**src/design/dcce_pkg.sv**
```systemverilog
package dcce_pkg;

  localparam int MAX_DEVICES_DEF = 32;

  localparam int BYTE_W      = 8;
  localparam int LEN_W       = 7;
  localparam int COUNT_W     = 6;
  localparam int FRAME_BYTES = 8;
  localparam int FIDX_W      = $clog2(FRAME_BYTES);
  localparam int ECHO_DEPTH  = 5;
  localparam int QUEUE_DEPTH = 2;
  localparam int QPTR_W      = $clog2(QUEUE_DEPTH);
  localparam int ADDR_W      = 4;
  localparam int DATA_W      = 32;

  localparam logic [BYTE_W-1:0] PEC_POLY       = 8'hB2;
  localparam logic [2:0]        ADDR_WRITE_TAG = 3'b100;
  localparam logic [2:0]        ADDR_READ_TAG  = 3'b101;
  localparam logic [LEN_W-1:0]  WRITE_RESP_LEN = 7'd6;
  localparam logic [LEN_W-1:0]  READ_BASE_LEN  = 7'd5;
  localparam logic [LEN_W-1:0]  READ_DEV_LEN   = 7'd7;
  localparam logic [LEN_W-1:0]  POS_MAX        = 7'd127;
  localparam logic [FIDX_W-1:0] WRITE_LAST_IDX = 3'd7;
  localparam logic [FIDX_W-1:0] READ_LAST_IDX  = 3'd6;

  // opcodes of an input request
  localparam logic OP_ISSUE    = 1'b0;
  localparam logic OP_RESPONSE = 1'b1;

  // command kinds
  localparam logic [1:0] KIND_WRITE_ALL = 2'd0;
  localparam logic [1:0] KIND_WRITE_DEV = 2'd1;
  localparam logic [1:0] KIND_READ_ALL  = 2'd2;
  localparam logic [1:0] KIND_READ_DEV  = 2'd3;

  // register indexes on the configuration port
  localparam logic [1:0] REG_DEVICE_COUNT = 2'd0;
  localparam logic [1:0] REG_WRITE_ALL    = 2'd1;
  localparam logic [1:0] REG_READ_ALL     = 2'd2;
  localparam logic [1:0] REG_QUEUE_LOAD   = 2'd3;

  typedef struct packed {
    logic [COUNT_W-1:0] device_count;
    logic [BYTE_W-1:0]  write_all_code;
    logic [BYTE_W-1:0]  read_all_code;
    logic [BYTE_W-1:0]  queue_load_code;
  } cfg_t;

  typedef struct packed {
    logic                                is_verdict;
    logic [FIDX_W-1:0]                   last_idx;
    logic [FRAME_BYTES-1:0][BYTE_W-1:0] frame;
    logic                                pass;
    logic                                crc_error;
    logic                                echo_error;
    logic                                alive_error;
    logic                                length_error;
  } job_t;

  // reflected CRC-8 over one byte
  function automatic logic [BYTE_W-1:0] pec_update(input logic [BYTE_W-1:0] crc,
                                                   input logic [BYTE_W-1:0] b);
    logic [BYTE_W-1:0] c;
    c = crc ^ b;
    for (int k = 0; k < BYTE_W; k++) begin
      c = c[0] ? ((c >> 1) ^ PEC_POLY) : (c >> 1);
    end
    return c;
  endfunction

endpackage

```
**src/design/daisy_chain_command_engine.sv**
```systemverilog
// Command engine for a battery-monitor daisy chain behind a serial bridge. An issue
// request builds one frame (queue-load code, length, command or device address,
// register, data or check byte, PEC, alive seed) and sends it out one byte per cycle
// while out_ready is high: 8 bytes for writes, 7 for reads. A response request checks
// one received byte per cycle and the byte marked last yields one verdict. Response
// bytes are taken every cycle while the two-entry job queue has room and no issue
// request holds the front; an issue request holds the front while the PEC is run one
// byte per cycle, so the output side sets the sustained command rate. Frame bytes and
// verdicts leave in request order. Configure only while the engine is idle.
module daisy_chain_command_engine
  import dcce_pkg::*;
#(
  parameter int MAX_DEVICES = MAX_DEVICES_DEF
) (
  input  logic              clk,
  input  logic              rst,

  input  logic              psel,
  input  logic              penable,
  input  logic              pwrite,
  input  logic [ADDR_W-1:0] paddr,
  input  logic [DATA_W-1:0] pwdata,
  output logic [DATA_W-1:0] prdata,
  output logic              pready,

  input  logic              in_valid,
  output logic              in_ready,
  input  logic              op,
  input  logic [1:0]        kind,
  input  logic [7:0]        reg_address,
  input  logic [15:0]       write_value,
  input  logic [4:0]        device_index,
  input  logic [7:0]        rx_byte,
  input  logic              rx_last,

  output logic              out_valid,
  input  logic              out_ready,
  output logic              result_kind,
  output logic [7:0]        tx_byte,
  output logic              last,
  output logic              pass,
  output logic              crc_error,
  output logic              echo_error,
  output logic              alive_error,
  output logic              length_error
);

  cfg_t       cfg;
  logic [1:0] reg_idx;
  logic       cfg_write;
  logic       q_push;
  logic       q_pop;
  logic       q_full;
  logic       q_empty;
  job_t       q_in;
  job_t       q_out;

  assign pready    = 1'b1;
  assign reg_idx   = paddr[ADDR_W-1:2];
  assign cfg_write = psel && penable && pwrite && pready;

  always_ff @(posedge clk) begin
    if (rst) begin
      cfg.device_count    <= COUNT_W'(1);
      cfg.write_all_code  <= 8'd2;
      cfg.read_all_code   <= 8'd3;
      cfg.queue_load_code <= 8'd192;
    end else if (cfg_write) begin
      unique case (reg_idx)
        REG_DEVICE_COUNT: cfg.device_count    <= pwdata[COUNT_W-1:0];
        REG_WRITE_ALL:    cfg.write_all_code  <= pwdata[BYTE_W-1:0];
        REG_READ_ALL:     cfg.read_all_code   <= pwdata[BYTE_W-1:0];
        REG_QUEUE_LOAD:   cfg.queue_load_code <= pwdata[BYTE_W-1:0];
      endcase
    end
  end

  always_comb begin
    unique case (reg_idx)
      REG_DEVICE_COUNT: prdata = DATA_W'(cfg.device_count);
      REG_WRITE_ALL:    prdata = DATA_W'(cfg.write_all_code);
      REG_READ_ALL:     prdata = DATA_W'(cfg.read_all_code);
      REG_QUEUE_LOAD:   prdata = DATA_W'(cfg.queue_load_code);
    endcase
  end

  dcce_front #(
    .MAX_DEVICES(MAX_DEVICES)
  ) u_front (
    .clk         (clk),
    .rst         (rst),
    .cfg         (cfg),
    .in_valid    (in_valid),
    .in_ready    (in_ready),
    .op          (op),
    .kind        (kind),
    .reg_address (reg_address),
    .write_value (write_value),
    .device_index(device_index),
    .rx_byte     (rx_byte),
    .rx_last     (rx_last),
    .q_push      (q_push),
    .q_data      (q_in),
    .q_full      (q_full)
  );

  dcce_queue u_queue (
    .clk      (clk),
    .rst      (rst),
    .push     (q_push),
    .push_data(q_in),
    .full     (q_full),
    .pop      (q_pop),
    .pop_data (q_out),
    .empty    (q_empty)
  );

  dcce_back u_back (
    .clk         (clk),
    .rst         (rst),
    .q_pop       (q_pop),
    .q_data      (q_out),
    .q_empty     (q_empty),
    .out_valid   (out_valid),
    .out_ready   (out_ready),
    .result_kind (result_kind),
    .tx_byte     (tx_byte),
    .last        (last),
    .pass        (pass),
    .crc_error   (crc_error),
    .echo_error  (echo_error),
    .alive_error (alive_error),
    .length_error(length_error)
  );

endmodule

```
**src/design/dcce_queue.sv**
```systemverilog
module dcce_queue
  import dcce_pkg::*;
(
  input  logic clk,
  input  logic rst,
  input  logic push,
  input  job_t push_data,
  output logic full,
  input  logic pop,
  output job_t pop_data,
  output logic empty
);

  job_t              slots [QUEUE_DEPTH];
  logic [QPTR_W-1:0] wr_ptr;
  logic [QPTR_W-1:0] rd_ptr;
  logic [QPTR_W:0]   count;

  assign full     = (count == (QPTR_W+1)'(QUEUE_DEPTH));
  assign empty    = (count == '0);
  assign pop_data = slots[rd_ptr];

  always_ff @(posedge clk) begin
    if (rst) begin
      wr_ptr <= '0;
      rd_ptr <= '0;
      count  <= '0;
    end else begin
      if (push) begin
        slots[wr_ptr] <= push_data;
        wr_ptr        <= wr_ptr + 1'b1;
      end
      if (pop) begin
        rd_ptr <= rd_ptr + 1'b1;
      end
      if (push && !pop) begin
        count <= count + 1'b1;
      end else if (pop && !push) begin
        count <= count - 1'b1;
      end
    end
  end

endmodule

```
**src/design/dcce_front.sv**
```systemverilog
module dcce_front
  import dcce_pkg::*;
#(
  parameter int MAX_DEVICES = MAX_DEVICES_DEF
) (
  input  logic        clk,
  input  logic        rst,
  input  cfg_t        cfg,
  input  logic        in_valid,
  output logic        in_ready,
  input  logic        op,
  input  logic [1:0]  kind,
  input  logic [7:0]  reg_address,
  input  logic [15:0] write_value,
  input  logic [4:0]  device_index,
  input  logic [7:0]  rx_byte,
  input  logic        rx_last,
  output logic        q_push,
  output job_t        q_data,
  input  logic        q_full
);

  typedef enum logic [1:0] {F_IDLE, F_CRC, F_PUSH} state_t;

  state_t              state;
  logic [BYTE_W-1:0]   echo [ECHO_DEPTH];
  logic [BYTE_W-1:0]   feed [3];
  logic [BYTE_W-1:0]   crc;
  logic [1:0]          crc_left;
  logic                frame_read;
  logic [LEN_W-1:0]    frame_len;
  logic [BYTE_W-1:0]   frame_ql;

  logic                pending_valid;
  logic [1:0]          pending_kind;
  logic [LEN_W-1:0]    rx_position;
  logic [LEN_W-1:0]    expected_length;
  logic [BYTE_W-1:0]   running_crc;
  logic [1:0]          error_flags;

  logic                in_acc;
  logic [COUNT_W-1:0]  chain_count;
  logic                cmd_read;
  logic [BYTE_W-1:0]   cmd_byte;
  logic [LEN_W-1:0]    cmd_len;

  logic [COUNT_W-1:0]  alive_exp;
  logic [BYTE_W-1:0]   echo_sel;
  logic                chk_set;
  logic                alive_set;
  logic                crc_upd;
  logic [LEN_W-1:0]    pos_next;
  logic [1:0]          flags_next;
  logic                len_err;
  logic                verdict_push;
  job_t                frame_job;
  job_t                verdict_job;

  assign in_ready = (state == F_IDLE) && !q_full;
  assign in_acc   = in_valid && in_ready;

  assign chain_count = (cfg.device_count > COUNT_W'(MAX_DEVICES)) ?
                       COUNT_W'(MAX_DEVICES) : cfg.device_count;

  // command byte and response length
  always_comb begin
    cmd_read = kind[1];
    unique case (kind)
      KIND_WRITE_ALL: cmd_byte = cfg.write_all_code;
      KIND_WRITE_DEV: cmd_byte = {device_index, ADDR_WRITE_TAG};
      KIND_READ_ALL:  cmd_byte = cfg.read_all_code;
      KIND_READ_DEV:  cmd_byte = {device_index, ADDR_READ_TAG};
    endcase
    unique case (kind)
      KIND_READ_ALL:  cmd_len = READ_BASE_LEN + LEN_W'({chain_count, 1'b0});
      KIND_READ_DEV:  cmd_len = READ_DEV_LEN;
      KIND_WRITE_ALL,
      KIND_WRITE_DEV: cmd_len = WRITE_RESP_LEN;
    endcase
  end

  // response byte checks
  always_comb begin
    alive_exp = pending_kind[0] ? COUNT_W'(1) : chain_count;
    unique case (rx_position[2:0])
      3'd0:    echo_sel = echo[0];
      3'd1:    echo_sel = echo[1];
      3'd2:    echo_sel = echo[2];
      3'd3:    echo_sel = echo[3];
      3'd4:    echo_sel = echo[4];
      default: echo_sel = '0;
    endcase
    chk_set   = 1'b0;
    alive_set = 1'b0;
    crc_upd   = 1'b0;
    if (rx_position < expected_length) begin
      if ({1'b0, rx_position} + 8'd1 == {1'b0, expected_length}) begin
        alive_set = (rx_byte != {2'b00, alive_exp});
      end else if (pending_kind[1]) begin
        if ({1'b0, rx_position} + 8'd2 == {1'b0, expected_length}) begin
          chk_set = (rx_byte != running_crc);
        end else begin
          crc_upd = 1'b1;
        end
      end else if (rx_position < LEN_W'(ECHO_DEPTH)) begin
        chk_set = (rx_byte != echo_sel);
      end
    end
    pos_next   = (rx_position < POS_MAX) ? rx_position + 1'b1 : rx_position;
    flags_next = error_flags | {alive_set, chk_set};
    len_err    = (pos_next != expected_length);
  end

  // outgoing jobs
  always_comb begin
    frame_job            = '0;
    frame_job.last_idx   = frame_read ? READ_LAST_IDX : WRITE_LAST_IDX;
    frame_job.frame[0]   = frame_ql;
    frame_job.frame[1]   = {1'b0, frame_len};
    frame_job.frame[2]   = echo[0];
    frame_job.frame[3]   = echo[1];
    frame_job.frame[4]   = echo[2];
    frame_job.frame[5]   = frame_read ? crc : echo[3];
    frame_job.frame[6]   = frame_read ? '0 : crc;
    frame_job.frame[7]   = '0;

    verdict_job            = '0;
    verdict_job.is_verdict = 1'b1;
    if (!pending_valid) begin
      verdict_job.length_error = 1'b1;
    end else begin
      verdict_job.length_error = len_err;
      verdict_job.alive_error  = flags_next[1];
      verdict_job.crc_error    = pending_kind[1] & flags_next[0];
      verdict_job.echo_error   = !pending_kind[1] & flags_next[0];
      verdict_job.pass         = !(len_err | flags_next[0] | flags_next[1]);
    end

    verdict_push = in_acc && (op == OP_RESPONSE) && (!pending_valid || rx_last);
    q_push       = verdict_push || ((state == F_PUSH) && !q_full);
    q_data       = verdict_push ? verdict_job : frame_job;
  end

  always_ff @(posedge clk) begin
    if (rst) begin
      state           <= F_IDLE;
      pending_valid   <= 1'b0;
      pending_kind    <= '0;
      rx_position     <= '0;
      expected_length <= '0;
      running_crc     <= '0;
      error_flags     <= '0;
    end else begin
      unique case (state)
        F_IDLE: begin
          if (in_acc && op == OP_ISSUE) begin
            echo[0]    <= cmd_byte;
            echo[1]    <= reg_address;
            echo[2]    <= cmd_read ? '0 : write_value[7:0];
            echo[3]    <= cmd_read ? '0 : write_value[15:8];
            feed[0]    <= reg_address;
            feed[1]    <= cmd_read ? '0 : write_value[7:0];
            feed[2]    <= write_value[15:8];
            crc        <= pec_update('0, cmd_byte);
            crc_left   <= cmd_read ? 2'd2 : 2'd3;
            frame_read <= cmd_read;
            frame_len  <= cmd_len;
            frame_ql   <= cfg.queue_load_code;

            pending_valid   <= 1'b1;
            pending_kind    <= kind;
            rx_position     <= '0;
            expected_length <= cmd_len;
            running_crc     <= '0;
            error_flags     <= '0;
            state           <= F_CRC;
          end else if (in_acc && pending_valid) begin
            if (rx_last) begin
              pending_valid   <= 1'b0;
              pending_kind    <= '0;
              rx_position     <= '0;
              expected_length <= '0;
              running_crc     <= '0;
              error_flags     <= '0;
            end else begin
              rx_position <= pos_next;
              error_flags <= flags_next;
              if (crc_upd) begin
                running_crc <= pec_update(running_crc, rx_byte);
              end
            end
          end
        end
        F_CRC: begin
          // one PEC byte per cycle over the register and data bytes
          crc      <= pec_update(crc, feed[0]);
          feed[0]  <= feed[1];
          feed[1]  <= feed[2];
          crc_left <= crc_left - 1'b1;
          if (crc_left == 2'd1) begin
            state <= F_PUSH;
          end
        end
        F_PUSH: begin
          if (!q_full) begin
            echo[4] <= crc;
            state   <= F_IDLE;
          end
        end
        default: state <= F_IDLE;
      endcase
    end
  end

endmodule

```
**src/design/dcce_back.sv**
```systemverilog
module dcce_back
  import dcce_pkg::*;
(
  input  logic       clk,
  input  logic       rst,
  output logic       q_pop,
  input  job_t       q_data,
  input  logic       q_empty,
  output logic       out_valid,
  input  logic       out_ready,
  output logic       result_kind,
  output logic [7:0] tx_byte,
  output logic       last,
  output logic       pass,
  output logic       crc_error,
  output logic       echo_error,
  output logic       alive_error,
  output logic       length_error
);

  job_t              cur;
  logic              cur_valid;
  logic [FIDX_W-1:0] idx;
  logic              at_last;
  logic              out_acc;

  assign at_last   = cur.is_verdict || (idx == cur.last_idx);
  assign out_acc   = cur_valid && out_ready;
  assign q_pop     = !q_empty && (!cur_valid || (out_acc && at_last));
  assign out_valid = cur_valid;

  assign result_kind  = cur.is_verdict;
  assign tx_byte      = cur.is_verdict ? '0 : cur.frame[idx];
  assign last         = at_last;
  assign pass         = cur.pass;
  assign crc_error    = cur.crc_error;
  assign echo_error   = cur.echo_error;
  assign alive_error  = cur.alive_error;
  assign length_error = cur.length_error;

  always_ff @(posedge clk) begin
    if (rst) begin
      cur_valid <= 1'b0;
      idx       <= '0;
    end else if (q_pop) begin
      cur       <= q_data;
      cur_valid <= 1'b1;
      idx       <= '0;
    end else if (out_acc) begin
      // advance through the frame, drop the job after its last byte
      if (at_last) begin
        cur_valid <= 1'b0;
      end else begin
        idx <= idx + 1'b1;
      end
    end
  end

endmodule

```
**config.mk**
```make
export PLATFORM = sky130hd
export DESIGN_NAME = daisy_chain_command_engine
export DESIGN_NICKNAME = d
export VERILOG_FILES = /design/src/design/dcce_pkg.sv /design/src/design/daisy_chain_command_engine.sv /design/src/design/dcce_queue.sv /design/src/design/dcce_front.sv /design/src/design/dcce_back.sv
export SDC_FILE = /design/constraint.sdc
export NUM_CORES = 1
export LEC_CHECK = 0
export BUFFER_PORTS_ARGS = -buffer_cell sky130_fd_sc_hd__buf_2
export CORE_MARGIN = 4
export CORE_UTILIZATION = 65
export DETAILED_ROUTE_END_ITERATION = 10
export PLACE_DENSITY = 0.85
export REMOVE_ABC_BUFFERS = 1
export SYNTH_ARGS = -nofsm -noshare
export SYNTH_HDL_FRONTEND = slang
export SYNTH_HIERARCHICAL = 1
export SYNTH_SLANG_ARGS = --single-unit
```
**constraint.sdc**
```tcl
create_clock -name clk -period 13.8 [get_ports clk]
set_input_delay 0.69 -clock clk [delete_from_list [all_inputs] [get_ports clk]]
set_output_delay 0.69 -clock clk [all_outputs]
set_load 0.1 [all_outputs]
```
# --- After elaboration in Yosys (flattened, before gate mapping) ---
# Memory sizes are Yosys's and may differ from the RTL's. A register that Yosys moved wholly into a read port is not among the register bits.
# Cells that the tools add are included.
classes:
  n_addsub: 10
  order_cmp: 5
  n_eq_ne: 24
  mux: 105
  bitwise_logic: 36
  n_reduce_logical: 54
op_table:
  columns: ["cell", "n"]
  rows:
  - ["two-way mux 8 bit", 38]
  - ["case mux 32 bit (4 select lines)", 1]
  - ["NOT 3 -> 4 bit", 24]
  - ["two-way mux 73 bit", 1]
  - ["two-way mux 7 bit", 7]
  - ["case mux 8 bit (5 select lines)", 1]
  - ["two-way mux 1 bit", 35]
  - ["case mux 8 bit (4 select lines)", 1]
  - ["binary-select mux 8 bit (select 3 bit)", 1]
  - ["two-way mux 2 bit", 12]
  - ["case mux 7 bit (3 select lines)", 1]
  - ["== test 8 x 7 -> 1 bit", 2]
  - ["!= test 8 bit", 2]
  - ["case mux 8 bit (2 select lines)", 1]
  - ["AND reduction 2 bit", 8]
  - ["XOR 8 bit", 2]
  - ["AND reduction 3 bit", 5]
  - ["logical AND 1 bit", 14]
  - ["== test 2 bit, second input constant", 6]
  - ["two-way mux 6 bit", 2]
  - ["nonzero test 2 bit", 6]
  - ["adder 7 x 1 -> 8 bit, second input constant", 1]
  - ["adder 7 x 2 -> 8 bit, second input constant", 1]
  - ["== test 2 x 1 -> 1 bit, second input constant", 4]
  - ["34 further kinds", 58]
totals:
  reg_bits: 93
  ram_bits: 210
  out_inout_bits: 50
  wordCells: 258
  memories: 3
mem_list:
  columns: ["name", "depth", "word_bits", "read_ports", "rd_ports_with_merged_regs", "write_ports", "line_no", "rtl"]
  rows:
  - ["u_queue.slots", 2, 73, 1, 1, 1, "dcce_queue.sv:14", "job_t slots [QUEUE_DEPTH];"]
  - ["u_front.echo", 5, 8, 5, 0, 4, "dcce_front.sv:26", "logic [BYTE_W-1:0] echo [ECHO_DEPTH];"]
  - ["u_front.feed", 3, 8, 3, 0, 3, "dcce_front.sv:27", "logic [BYTE_W-1:0] feed [3];"]

# --- Longest topological paths before layout ---
# Gate-level depths: netlist of the first run.
depth:
  word_depth: 21
  ltp_mapped: 11
  ltp_nobuf: 9

# --- Cells and area by module ---
# The synthesis of the first run kept the hierarchy.
modules_own_cells:
  columns: ["module", "n_inst", "cells_per_inst", "area_per_inst_um2", "seq_area_each_um2"]
  rows:
  - ["dcce_front", 1, 668, 7173.1, 3283.1]
  - ["dcce_queue", 1, 249, 5504.0, 4484.3]
  - ["dcce_back", 1, 140, 2997.9, 2272.2]
  - ["daisy_chain_command_engine", 1, 157, 1632.8, 600.6]

# --- Worst setup path after synthesis of the first run ---
# Ideal clock, no wire load.
synth_timing:
  path_kind: "in2reg"
  start: "input in_valid"
  end: "memory u_queue/slots[0][0] (netlist name), enable pin"
  setup_ns: 0.609
  arrival_time_ns: 6.948
  slack_ns: 6.243
  stages: 5
  n_path_buf: 1
  path_cell_list: "nor4b_2 -> nand3_1 -> clkbuf_1 -> nand2_1 -> nor3b_1"
synth_via:
  elab_chain_len: 7
synth_lines:
  columns: ["element", "line_no", "rtl"]
  rows:
  - ["from (decl)", "daisy_chain_command_engine.sv:26", "input logic in_valid,"]
  - ["logical AND 1 bit", "dcce_front.sv:60", "assign in_acc = in_valid && in_ready;"]
  - ["logical AND 1 bit (2 in series)", "dcce_front.sv:139", "verdict_push = in_acc && (op == OP_RESPONSE) && (!pending_valid || rx_last);"]
  - ["logical OR 1 bit", "dcce_front.sv:140", "q_push = verdict_push || ((state == F_PUSH) && !q_full);"]
  - ["via q_push", "daisy_chain_command_engine.sv:51", "logic q_push;"]
  - ["two-way mux 1 bit", "dcce_queue.sv:29", "if (push) begin"]
  - ["two-way mux 1 bit", "dcce_queue.sv:24", "if (rst) begin"]
  - ["two-way mux 1 bit (implied by the code)", "dcce_queue.sv:30", "slots[wr_ptr] <= push_data;"]
  - ["to (decl)", "dcce_queue.sv:14", null]
# The timed path passes the listed nets, and every way through them passes these cells.

# --- Worst setup path in the final report of the first run ---
layout_timing:
  start: "register u_queue.count[0]"
  end: "memory u_queue/slots[0][1] (netlist name), enable pin"
layout_via:
  elab_chain_len: 10
  elab_cells_between_ends: 11
  cone_classes: "eq/ne: 1; mux: 3; reduce/logical: 7"
layout_lines:
  columns: ["element", "line_no", "rtl"]
  rows:
  - ["from (decl)", "dcce_queue.sv:17", "logic [QPTR_W:0] count;"]
  - ["from (signal assigned)", "dcce_queue.sv:37", "count <= count + 1'b1;"]
  - ["from (signal assigned)", "dcce_queue.sv:39", "count <= count - 1'b1;"]
  - ["== test 2 bit *", "dcce_queue.sv:19", "assign full = (count == (QPTR_W+1)'(QUEUE_DEPTH));"]
  - ["via q_full", "daisy_chain_command_engine.sv:53", "logic q_full;"]
  - ["logical NOT 1 bit *", "dcce_front.sv:59, dcce_front.sv:140", null]
  - ["logical AND 1 bit", "dcce_front.sv:59", "assign in_ready = (state == F_IDLE) && !q_full;"]
  - ["logical AND 1 bit", "dcce_front.sv:60", null]
  - ["logical AND 1 bit (2 in series)", "dcce_front.sv:139", null]
  - ["logical OR 1 bit *", "dcce_front.sv:140", null]
  - ["via q_push", "daisy_chain_command_engine.sv:51", null]
  - ["two-way mux 1 bit *", "dcce_queue.sv:29", null]
  - ["two-way mux 1 bit *", "dcce_queue.sv:24", null]
  - ["two-way mux 1 bit (implied by the code) *", "dcce_queue.sv:30", null]
# Mark *: on every way through the listed nets, which the timed path passes. The rest lies on a longest branch.

==> reports/results.ini, run 1 <==
[run_status]
outcome=completed

[flow_run]
cap_violations=0

[clock_tree]
cts_tree=built
root_buffer=clkbuf_16
clock_latency_ns=0.53
htreeDepth=2
post_cts_resized=0
cts.sinks=377
cts_buffers=39
cts_setup_buffers=0
ctsHoldBuffers=0
clk_transition_reported_paths_ns=0.06
cts_buffer_depth=3

[synthesis]
synth-compound-area-share=0.0601
netlist_instances=1214
ys_types=81
synth_edf_count=309
seq_area_frac_synth=0.615
yosysTopAreaCellShare=0.536
synth_top_family_by_area=multiplexers
async_flop_share=0
synth-simple-area-share=0.0929
synth-main-ff-cell=edfxtp_1
synth_fa_ha_area_frac=0.0130
synth-xor-area-share=0.0519
synth_area_leader_cell=edfxtp_1
yosys-mux-area-fraction=0.124
ys_ff_latch=377
synthTopCellsByArea=edfxtp_1 (54%), dfxtp_1 (7.9%), mux2_2 (6.2%)
synth.avg_cell_area_um2=14.3
yosysWarnings=6
syn_area_mm2=0.0173

[cells_and_area]
final_cell_area_mm2=0.0190
n_antenna_cell=0
nNetsFinal=1388
drive_gt1_frac=0.222
final_common_cell=edfxtp_1
synthToLayoutAreaGrowth_pct=10.0
mostFrequentLayoutCells=edfxtp_1 (309), mux2_2 (95), buf_2 (82)

[routing]
drtAntennaViolNets=0
via_per_inst=6.17
num_vias=10197
wirelength_um=38000
drt_iter0_markers=983
wl_per_cell_um=23.0
drt_first_pass_iters=7
route.detailed.drc=0

[pwr]
p_per_area_mw_per_mm2=165
power.net_switching_mw=0.901
power_frac_comb=0.211
clkPwrFrac=0.334
p_leak_nw=6.80
internal_power_mw=2.23
seq_power_share=0.456
ir_drop_v=0.0000913
p_sw_frac=0.287

[critical_path]
critPathKind=flop to flop
r2r_start=u_queue/count[0]$_SDFFE_PP0P_
cp_top_family=simple AND/OR/NAND/NOR gates
r2r_setup_slack_ns=10.29
rr_endpoint=u_queue/slots[0][1]$_DFFE_PP_
crit_top_cell=buf_4
critPathSlowestCell=buf_4
endpoint_kind=flop
crit_path_start_kind=flop
cp.arrival_ns=3.64
crit_fanout=73
reg2regPathDepth=7
cp.required_ns=13.93
cp_slowest_stage_delay_ns=0.78
path_cells=and2b_2 > nor4b_2 > nand3_1 > buf_4 > nand2_1 > nor3b_2 > buf_4
cp_num_buf_inv=2

[worst_hold_path]
hp-class=input port to flop
hp-start=write_value[9]
hold_end=u_front/feed[1][1]$_DFFE_PP_
holdPathStages=1

[timing]
fmaxAchievable_mhz=285
post-route-period-util=0.254
rsz0062_at_grt=false
min_period_ns=3.51
fin_setup_tns_ns=0
slew_headroom=0.183
skew_ns=0.0215
drv_slew=0
finalSetupViolCount=0
finalHoldViolCount=0
tightest_slew_ns=1.22

[floorplanning]
die_w_um=171
coreArea_mm2=0.0261
io_pins=134
start_util=0.662
design.die.area_mm2=0.0293
die_y_um=171
rows=59

[global_route]
antenna_found_initial=1
grt_pass1_vias=10175
grt_start_max_net_pins=74
track_usage=0.260
grt_pass1_wl_um=58000
grt-ovfl-total=0

[placement]
gp_congestion=0.916
place_area_mm2=0.0177
port-buffer-count=82
dp_hpwl_um=24700

## worst max path at each step
stage | startpoint | to | depth (start not counted)
floorplan | in_valid | u_queue/slots[0][0]$_DFFE_PP_ | 4
global placement | in_valid | u_queue/slots[0][0]$_DFFE_PP_ | 7
detailed placement | in_valid | u_queue/slots[0][1]$_DFFE_PP_ | 7
CTS | u_queue/count[0]$_SDFFE_PP0P_ | u_queue/slots[0][1]$_DFFE_PP_ | 7
global route | u_queue/count[0]$_SDFFE_PP0P_ | u_queue/slots[0][2]$_DFFE_PP_ | 7
finish | u_queue/count[0]$_SDFFE_PP0P_ | u_queue/slots[0][1]$_DFFE_PP_ | 7
## power groups by stage
stage	registers, mW	logic, mW	clock network (mW)
floorplan	1.50	0.456	0
global placement	1.44	0.640	0
detailed placement	1.45	0.654	0
CTS	1.43	0.661	1.06
global route	1.43	0.702	1.11
finish	1.43	0.661	1.05
## kinds of logic (layout without fill, tap and decap cells)
family / after synthesis / count (layout)
simple gates: 285 / 285
xor+xnor: 93 / 93
buf+inv: 125 / 197
fa+ha+maj: 18 / 18
compound gates: 139 / 139
other cells: 3 / 34
mux: 174 / 174
flops: 377 / 377
## worst register-to-register path, stage by stage, from the launching register on
cell and delay, ns:
dfxtp_1 0.39, and2b_2 0.30, nor4b_2 0.66, nand3_1 0.18, buf_4 0.32, nand2_1 0.22, nor3b_2 0.19, buf_4 0.78
## per-layer routing
| metal | GRT usage | vias up | part of all wire | wire length (um) |
|---|---|---|---|---|
| met2 | 0.419 | 520 | 0.48 | 18200 |
| met1 | 0.355 | 4958 | 0.40 | 15200 |
| met4 | 0.109 | 2 | 0.043 | 1620 |
| met5 | 0 | - | 0.00045 | 17 |
| li1 | - | 4608 | - | - |
| met3 | 0.0437 | 109 | 0.078 | 2970 |
## cell usage after synthesis (12+ instances only)
cell / number
nand2b_1: 48
inv_1: 30
nor2b_1: 31
a21oi_1: 19
edfxtp_1: 309
clkbuf_1: 22
nor2_1: 56
mux2_2: 95
buf_4: 42
xnor2_1: 68
and2_1: 51
xor2_1: 18
buf_2: 15
mux2i_1: 57
o22ai_1: 12
dfxtp_1: 68
nand2_1: 29
o21ai_0: 23
mux4_2: 19
nand3_1: 12
ha_1: 18
## per-stage QoR
step | std cells | hold WS (ns) | util | setup slack, ns | total power [mW]
global route | 1652 | 0.327 | 0.729 | 10.12 | 3.25
floorplan | 1151 | 0.425 | - | 5.86 | 1.95
global placement | 1580 | 0.444 | 0.679 | 10.31 | 2.08
detailed placement | 1580 | 0.457 | 0.679 | 10.26 | 2.10
CTS | 1652 | 0.333 | 0.729 | 10.30 | 3.15
finish | 1652 | 0.347 | 0.729 | 10.29 | 3.14
## final cells by class
class                           count  area [um2]
Fill cell                        1624        7090
Multi-Input combinational cell    743        6070
Clock buffer                       47        1050
Inverter                           31         116
Sequential cell                   377       10600
Clock inverter                     25         244
Timing Repair Buffer               94         500
Tap cell                          335         419
## sequential cells by signal, summed over array words and instances, names as in the netlist, 3 cells and up, named ones only
name	flops
u_front/running_crc	8
u_front/frame_ql	8
u_front/rx_position	7
u_back/cur	67
u_front/expected_length	7
u_back/idx	3
cfg	30
u_queue/slots	146
u_front/crc	8
u_front/frame_len	7
u_front/feed	24
u_front/echo	40
Note: power is estimated with default switching activity, not from simulation.
==> run 2, diff against run 1 <==
ABC_AREA = 1   (was unset)
CORE_UTILIZATION = 61   (was 65)
PLACE_DENSITY = 0.81   (was 0.85)
clock period = 3.6 ns   (was 13.8 ns; I/O delays follow)
==> run 2 against run 1 <==
Compared with the run above: final area rose by 6.0%; non-clock buffer count rose by 32; clock skew fell by 0.0011 ns; core utilization fell by 3.3 points; count of clock-buffer cells in the layout rose by 9; critical path type unchanged; largest cell class unchanged.
==> reports/results.ini, run 2 <==
[run_status]
outcome=completed

[clock_tree]
cts.sinks=377  ; unchanged
cts_tree=built
cts_buffer_depth=3  ; unchanged
cts_setup_buffers=0  ; unchanged
clk_transition_reported_paths_ns=0.06  ; about the same
root_buffer=clkbuf_16
cts_buffers=38  ; -2.6%
clock_latency_ns=0.54  ; about the same
htreeDepth=2  ; unchanged

[routing]
via_per_inst=5.54  ; -10%
num_vias=12396  ; +22%
drt_iter0_markers=1354  ; +38%
drtAntennaViolNets=0  ; unchanged
wirelength_um=41700  ; +9.6%
route.detailed.drc=0  ; unchanged
drt_first_pass_iters=6  ; -1
wl_per_cell_um=18.6  ; -19%

[synthesis]
synth_edf_count=309  ; unchanged
synth.avg_cell_area_um2=10.6  ; -26%
synthTopCellsByCount=nand2_1 (335), edfxtp_1 (309), nor2_1 (244), inv_1 (171), nand3_1 (98)
async_flop_share=0  ; unchanged
ys_types=55  ; -32%
ys_ff_latch=377  ; unchanged
synth_area_leader_cell=edfxtp_1
synth-main-ff-cell=edfxtp_1
netlist_instances=1717  ; +41%
synth.most_common_cell=nand2_1
synthTopCellsByArea=edfxtp_1 (51%), dfxtp_1 (7.5%), nand2_1 (6.9%)
yosysTopAreaCellShare=0.510  ; -0.0257
syn_area_mm2=0.0182  ; +5.0%
seq_area_frac_synth=0.585  ; -0.0294
yosysWarnings=6  ; unchanged

[placement]
place_ws_ns=0.800  ; -9.46 ns
gp_congestion=0.938  ; +2.4%
port-buffer-count=82  ; unchanged
dp_cells=2142  ; +36%
dp_hpwl_um=28200  ; +14%
place_area_mm2=0.0187  ; +5.5%

[critical_path]
critPathSlowestCell=dfxtp_1
crit_cells=13  ; +6
cp_slowest_stage_delay_ns=0.72  ; -0.06 ns
cp.arrival_ns=3.26  ; -0.38 ns
cp-endpoint=u_queue/slots[0][4]$_DFFE_PP_
cp_num_buf_inv=1  ; -1
path_cells=ha_1 > nand2_2 > inv_2 > nand2_1 > nor2_2 > nand2_2 > nand3_1 > nand4_1 > nor3_1 > nand3_1 > nor2_1 > nand2_1 > nor2_1
reg2regPathDepth=13  ; +6
crit_fanout=15  ; -79%
cp.required_ns=3.93  ; -10.00 ns
rr_endpoint=u_queue/slots[0][4]$_DFFE_PP_
crit_start=u_front/rx_position[2]$_SDFFE_PP0P_
r2r_setup_slack_ns=0.67  ; -9.61 ns
critPathKind=flop to flop
endpoint_kind=flop
r2r_start=u_front/rx_position[2]$_SDFFE_PP0P_
cp_top_family=simple AND/OR/NAND/NOR gates
crit_path_start_kind=flop

[timing]
skew_ns=0.0204  ; -0.00111 ns
min_period_ns=2.93  ; -0.585 ns
slew_headroom=0.405  ; +0.222
tightest_slew_ns=0.891  ; -0.331 ns
rsz0062_at_grt=false
fin_setup_tns_ns=0  ; unchanged
setup_slack_ns=0.674  ; -9.61 ns
finalSetupViolCount=0  ; unchanged
finalHoldViolCount=0  ; unchanged
hold_ws_ns=0.0246  ; -0.322 ns
fmaxAchievable_mhz=342  ; +20%
post-route-period-util=0.813  ; +0.558
drv_slew=0  ; unchanged

[cells_and_area]
final_cells=2237  ; +35%
largest_reg_flops=146  ; unchanged
drive_gt1_frac=0.169  ; -0.0523
final_common_cell=nand2_1
mostFrequentLayoutCells=nand2_1 (335), edfxtp_1 (309), nor2_1 (241)
utilization=0.696  ; -0.0330
synthToLayoutAreaGrowth_pct=11.0
top_regs=u_queue/slots x146, u_back/cur x67, u_front/echo x40
fill_cells=2050  ; +26%
n_antenna_cell=0  ; unchanged
regMostFlops=u_queue/slots
final_cell_area_mm2=0.0202  ; +6.0%
nNetsFinal=1927  ; +39%

[pwr]
ir_drop_v=0.000417  ; +360%
p_leak_nw=8.22  ; +21%
p_per_area_mw_per_mm2=616  ; +270%
finalPower_mw=12.4  ; +300%

[global_route]
grt_start_max_net_pins=74  ; unchanged
grt-ovfl-total=0  ; unchanged
antenna_found_initial=0  ; -1
track_usage=0.252  ; -0.00793
grt_pass1_wl_um=65400  ; +13%
grt_pass1_vias=12148  ; +19%

[floorplanning]
start_util=0.627  ; -0.0357
coreArea_mm2=0.0290  ; +11%
rows=62  ; +5.1%
io_pins=134  ; unchanged
die_y_um=181  ; +5.5%
die_w_um=181  ; +5.5%
design.die.area_mm2=0.0326  ; +11%

[worst_hold_path]
hp-class=input port to flop
holdPathStages=3  ; +2
hp-start=write_value[0]

[flow_run]
cap_violations=0  ; unchanged

[run 2: cell type report]
cell class	instances	area (um2)	area share
Timing Repair Buffer	126	871	0.0431
Inverter	185	698	0.0346
Multi-Input combinational cell	1097	6300	0.312
Clock buffer	56	1040	0.0515
Sequential cell	377	10600	0.527
Clock inverter	12	154	0.00763
Tap cell	384	480	0.0238
[run 2: worst min path at each step]
stage                                          endpoint  slack [ns]
after global placement     u_front/feed[1][0]$_DFFE_PP_        0.37
after CTS                 u_front/echo[0][16]$_DFFE_PP_        0.02
after floorplan           u_back/out_valid$_SDFFE_PP0P_        0.25
after global routing      u_front/echo[0][16]$_DFFE_PP_        0.02
after detailed placement   u_front/echo[0][8]$_DFFE_PP_        0.37
final                     u_front/echo[0][16]$_DFFE_PP_        0.02
[run 2: worst register-to-register path, cell delays in order, from the launching register on]
cell     delay [ns]
dfxtp_1        0.72
ha_1           0.33
nand2_2        0.14
inv_2          0.07
nand2_1        0.05
nor2_2         0.12
nand2_2        0.21
nand3_1        0.15
nand4_1        0.12
nor3_1         0.30
nand3_1        0.12
nor2_1         0.11
nand2_1        0.08
nor2_1         0.22
[run 2: metal layers]
metal	routed length, um	GRT usage	up-vias
met5	0	0	-
met4	1370	0.0844	0
met3	3360	0.0345	109
met2	19800	0.417	609
met1	17100	0.346	5845
li1	-	-	5833
[run 2: cells by family (layout without fill, tap and decap cells)]
| group | count (synthesis) | in the layout | synth area share |
|---|---|---|---|
| other | 3 | 34 | 0.000619 |
| and+or+nand+nor | 752 | 752 | 0.178 |
| AOI/OAI and AO/OA | 134 | 134 | 0.0413 |
| DFF | 377 | 377 | 0.585 |
| xor gates and xnor gates | 70 | 70 | 0.0368 |
| muxes | 89 | 89 | 0.0696 |
| adders and majority gates | 18 | 18 | 0.0124 |
| buffers and inverters | 274 | 379 | 0.0763 |
[run 2: power by group]
part	switching [mW]	internal, mW
Clock	1.60	2.16
Sequential	0.292	5.32
Combinational	2.00	1.06
Total	3.90	8.54
[run 2: timing repair]
item / in CTS / in global routing
endpoints found under the hold margin: 40 / 0
gates resized for setup: 0 / 0
hold buffers: 27 / 0
